$ cat src/rtl/ppad_pkg.sv
// Package for the pixel pair averaging downscaler.
// Holds the payload types, register indexes and sizing constants.
// No dependencies.
`default_nettype none

package ppad_pkg;

    // Default and widest line length in pixels.
    localparam int PPAD_MAX_LINE = 4096;

    // Widths of the configuration registers.
    localparam int CFG_INDEX_BITS = 2;
    localparam int CFG_DATA_BITS  = 13;
    localparam int LINE_W_BITS    = 13;
    localparam int COUNT_BITS     = 3;

    // Register indexes on the configuration port.
    localparam logic [CFG_INDEX_BITS-1:0] CFG_HALVE_HEIGHT    = 2'd0;
    localparam logic [CFG_INDEX_BITS-1:0] CFG_COMPONENT_COUNT = 2'd1;
    localparam logic [CFG_INDEX_BITS-1:0] CFG_LINE_WIDTH      = 2'd2;

    // Register values after reset.
    localparam logic [COUNT_BITS-1:0]  RST_COMPONENT_COUNT = 3'd4;
    localparam logic [LINE_W_BITS-1:0] RST_LINE_WIDTH      = 13'd4096;

    // Four component bytes of one pixel, component 0 in the low byte.
    typedef logic [3:0][7:0] t_pixel;

    // One input beat.
    typedef struct packed {
        logic [7:0] component_0;
        logic [7:0] component_1;
        logic [7:0] component_2;
        logic [7:0] component_3;
        logic       last_pixel;
    } t_pix_in;

    // One output beat.
    typedef struct packed {
        logic [7:0] average_0;
        logic [7:0] average_1;
        logic [7:0] average_2;
        logic [7:0] average_3;
        logic       row_end;
        logic       image_end;
    } t_pix_out;

endpackage

`default_nettype wire

$ cat src/rtl/ppad_avg.sv
// Per-component floor average of two pixels with unused components zeroed.
// Depends on ppad_pkg.
`default_nettype none

module ppad_avg
    import ppad_pkg::*;
(
    input  wire t_pixel                i_a,
    input  wire t_pixel                i_b,
    input  wire logic [COUNT_BITS-1:0] i_count,
    output t_pixel                     o_avg
);

    logic [COUNT_BITS-1:0] eff_count;
    logic [8:0]            sum [4];

    // Out-of-range counts: zero acts as one, above four acts as four.
    always_comb begin
        if (i_count == '0) begin
            eff_count = COUNT_BITS'(1);
        end else if (i_count > COUNT_BITS'(4)) begin
            eff_count = COUNT_BITS'(4);
        end else begin
            eff_count = i_count;
        end
    end

    // Nine-bit sum per component, halved by dropping the low bit.
    always_comb begin
        for (int k = 0; k < 4; k++) begin
            sum[k] = {1'b0, i_a[k]} + {1'b0, i_b[k]};
            if (COUNT_BITS'(k) < eff_count) begin
                o_avg[k] = sum[k][8:1];
            end else begin
                o_avg[k] = 8'd0;
            end
        end
    end

endmodule

`default_nettype wire
$ cat config.mk
export PLATFORM = sky130hd
export DESIGN_NAME = ppad_avg
export DESIGN_NICKNAME = d
export VERILOG_FILES = /design/src/rtl/ppad_pkg.sv /design/src/rtl/ppad_avg.sv
export SDC_FILE = /design/constraint.sdc
export NUM_CORES = 1
export LEC_CHECK = 0
export BUFFER_PORTS_ARGS = -buffer_cell sky130_fd_sc_hd__buf_2
export CORE_ASPECT_RATIO = 0.9
export CORE_UTILIZATION = 45
export DETAILED_ROUTE_END_ITERATION = 6
export PLACE_DENSITY = 0.95
export SLEW_MARGIN = 20
export SYNTH_ARGS = -nofsm -noshare
export SYNTH_HDL_FRONTEND = slang
export SYNTH_SLANG_ARGS = --single-unit
$ cat constraint.sdc
create_clock -name vclk -period 4
set_clock_uncertainty 0.05 [all_clocks]
set_input_delay 0.8 -clock vclk [all_inputs]
set_output_delay 0.8 -clock vclk [all_outputs]
set_load 0.005 [all_outputs]
==> results.json <==
{
  "clock.fmax_mhz": 295,
  "crit_path_start_kind": "input pin",
  "antenna_cells": 0,
  "cts_hold_buf": 0,
  "maxSlewHeadroom": 0.526,
  "setup_ws_ns": 0.611,
  "yosys_warnings": 0,
  "fp.coreArea_mm2": 0.00284,
  "fin_nets": 384,
  "wl_per_cell_um": 11.2,
  "die_w_um": 60.7,
  "min_period_over_period": 0.847,
  "grt_pass1_vias": 1455,
  "tightest_slew_ns": 0.711,
  "num_rows": 18,
  "drc": 0,
  "setup_viol": 0,
  "holdCritStartpoint": "i_b[1]",
  "ctsResizeCount": 0,
  "layout-area-overhead-vs-synth_pct": 38.5,
  "swShare": 0.493,
  "fin_tns_setup_ns": 0,
  "whs_path_depth": 3,
  "port_buffers": 99,
  "grt_start_max_net_pins": 10,
  "drv_cap": 0,
  "ys_types": 38,
  "clockPowerShare": 0,
  "grt_overflow": 0,
  "status": "finished clean",
  "drt_iter0_drc": 42,
  "routed_wirelength_mm": 3.62,
  "clockBufferCount": 0,
  "combinationalPowerShare": 1.000,
  "layout-drive-gt1-share": 0.389,
  "ant_nets": 0,
  "cts_post_setup_buffers_inserted": 0,
  "worstPathArrival_ns": 2.54,
  "final-hold-violation-count": 0,
  "gp_congestion": 0.762,
  "critPathKind": "in -> out",
  "seq_cells": 0,
  "p_sw_uw": 143,
  "hpwlAfterDp_mm": 3.30,
  "syn-num-nets": 285,
  "fillers": 255,
  "internal_power_uw": 147,
  "power.leakage_nw": 1.01,
  "initial_core_util": 0.492,
  "rsz0062_at_grt": "no",
  "track_usage": 0.211,
  "hold_end": "o_avg[0]",
  "detail_route.vias_per_cell": 5.32,
  "io_pins": 99,
  "netlist_area_mm2": 0.00140,
  "die_h_um": 54.8,
  "via_count": 1718,
  "die_area_mm2": 0.00333,
  "pwr_density_cell_mw_per_mm2": 150,
  "antenna_found_initial": 0,
  "finalCriticalPeriod_ns": 3.39,
  "ir_worst_vdd_v": 0.0000854,
  "worst_ep_required_time_ns": 3.15,
  "synth_area_per_cell_um2": 7.51,
  "holdCritPathClass": "in -> out",
  "seq_power_share": 0,
  "dp_slack_ns": 0.629,
  "maxSlewViolCount": 0,
  "seq_area_um2": 0,
  "ys_seq_area_frac": 0,
  "first_pass_iters": 4,
  "synth_cells": 186,
  "grt_pass1_wl_mm": 5.53,
  "crit_fanout": 4,
  "endpoint_kind": "output port"
}
kinds of logic (layout without fill, tap and decap cells):
group                      after synthesis  in the layout  synth area share
AOI/OAI and AO/OA                       55             55             0.314
xor gates and xnor gates                10             10            0.0627
adders and majority gates               32             32             0.308
buffers and inverters                   12            109            0.0323
muxes                                    3              3            0.0224
and+or+nand+nor                         74             74             0.261
placed cells by master (no fill, tap or decap), drive strengths merged:
master / instances
nand2: 9
a31o: 3
fa: 4
nand3: 5
o21ai: 11
or3: 3
o21a: 5
nor2b: 3
o31ai: 4
o211ai: 1
o22ai: 2
o31a: 3
nor2: 25
a21oi: 12
mux2i: 2
o41ai: 1
a221oi: 1
nand4: 3
buf: 99
o21bai: 1
a21o: 2
mux2: 1
nand2b: 2
o21ba: 1
or2: 2
a211o: 1
xnor2: 8
and2: 6
ha: 28
nor3b: 3
inv: 10
a2111oi: 3
nor3: 13
a21boi: 1
a211oi: 2
o41a: 1
xor2: 2
area by class of cell:
| class | instances | area, um^2 | share of cell area |
|---|---|---|---|
| repair buffers | 99 | 495 | 0.256 |
| inverters | 10 | 37.5 | 0.0194 |
| multi-input cells | 174 | 1350 | 0.699 |
| well taps | 40 | 50.0 | 0.0259 |
synth_stat cells (all sizes together), types with 3 or more instances:
master   instances  area share
inv             10       0.027
ha              28        0.25
a21oi           12       0.043
nand2            9       0.024
nor3            13       0.050
o31a             3       0.019
a2111oi          3       0.059
nor3b            3       0.016
o21a             5       0.027
nand3            5       0.018
o31ai            4       0.022
a31o             3       0.019
o21ai           11       0.039
nor2            25       0.067
and2             6       0.027
or3              3       0.013
nor2b            3       0.013
fa               4       0.057
xnor2            8       0.050
nand4            3       0.013
worst max path at each step:
| stage | slack (ns) | end | startpoint | cells past startpoint |
|---|---|---|---|---|
| floorplan | 0.95 | o_avg[29] | i_a[24] | 6 |
| global placement | 0.66 | o_avg[29] | i_a[24] | 8 |
| detailed placement | 0.63 | o_avg[29] | i_a[24] | 8 |
| CTS | 0.62 | o_avg[29] | i_a[24] | 8 |
| global route | 0.49 | o_avg[29] | i_a[24] | 8 |
| finish | 0.61 | o_avg[29] | i_a[24] | 8 |
through the flow:
stage / utilization / cells / cell area, um^2 / power [mW] / hold slack [ns]
2_1_floorplan: - / 186 / 1400 / 0.183 / 1.75
3_3_place_gp: 0.682 / 323 / 1930 / 0.282 / 1.90
3_5_place_dp: 0.682 / 323 / 1930 / 0.290 / 1.90
4_1_cts: 0.682 / 323 / 1930 / 0.292 / 1.90
5_1_grt: 0.682 / 323 / 1930 / 0.328 / 1.95
6_report: 0.682 / 323 / 1930 / 0.290 / 1.90
layer usage:
| metal | global-route usage | vias to the layer above | wire [um] |
|---|---|---|---|
| met5 | 0 | - | 0 |
| met1 | 0.246 | 759 | 1600 |
| met3 | 0.00946 | 2 | 177 |
| met4 | 0.0227 | 0 | 19 |
| met2 | 0.434 | 63 | 1820 |
| li1 | - | 894 | - |
critical path, cell delays in order:
cell,delay (ns)
buf_2,0.11
and2_1,0.16
fa_1,0.39
a21oi_1,0.21
o31ai_1,0.14
or3_1,0.33
a221oi_1,0.24
buf_2,0.16
power groups by stage:
stage | logic [mW] | clock network, mW | registers (mW)
floorplan | 0.183 | 0 | 0
global placement | 0.282 | 0 | 0
detailed placement | 0.290 | 0 | 0
CTS | 0.292 | 0 | 0
global route | 0.328 | 0 | 0
finish | 0.290 | 0 | 0
No activity file was read; power rests on OpenSTA's default activity.
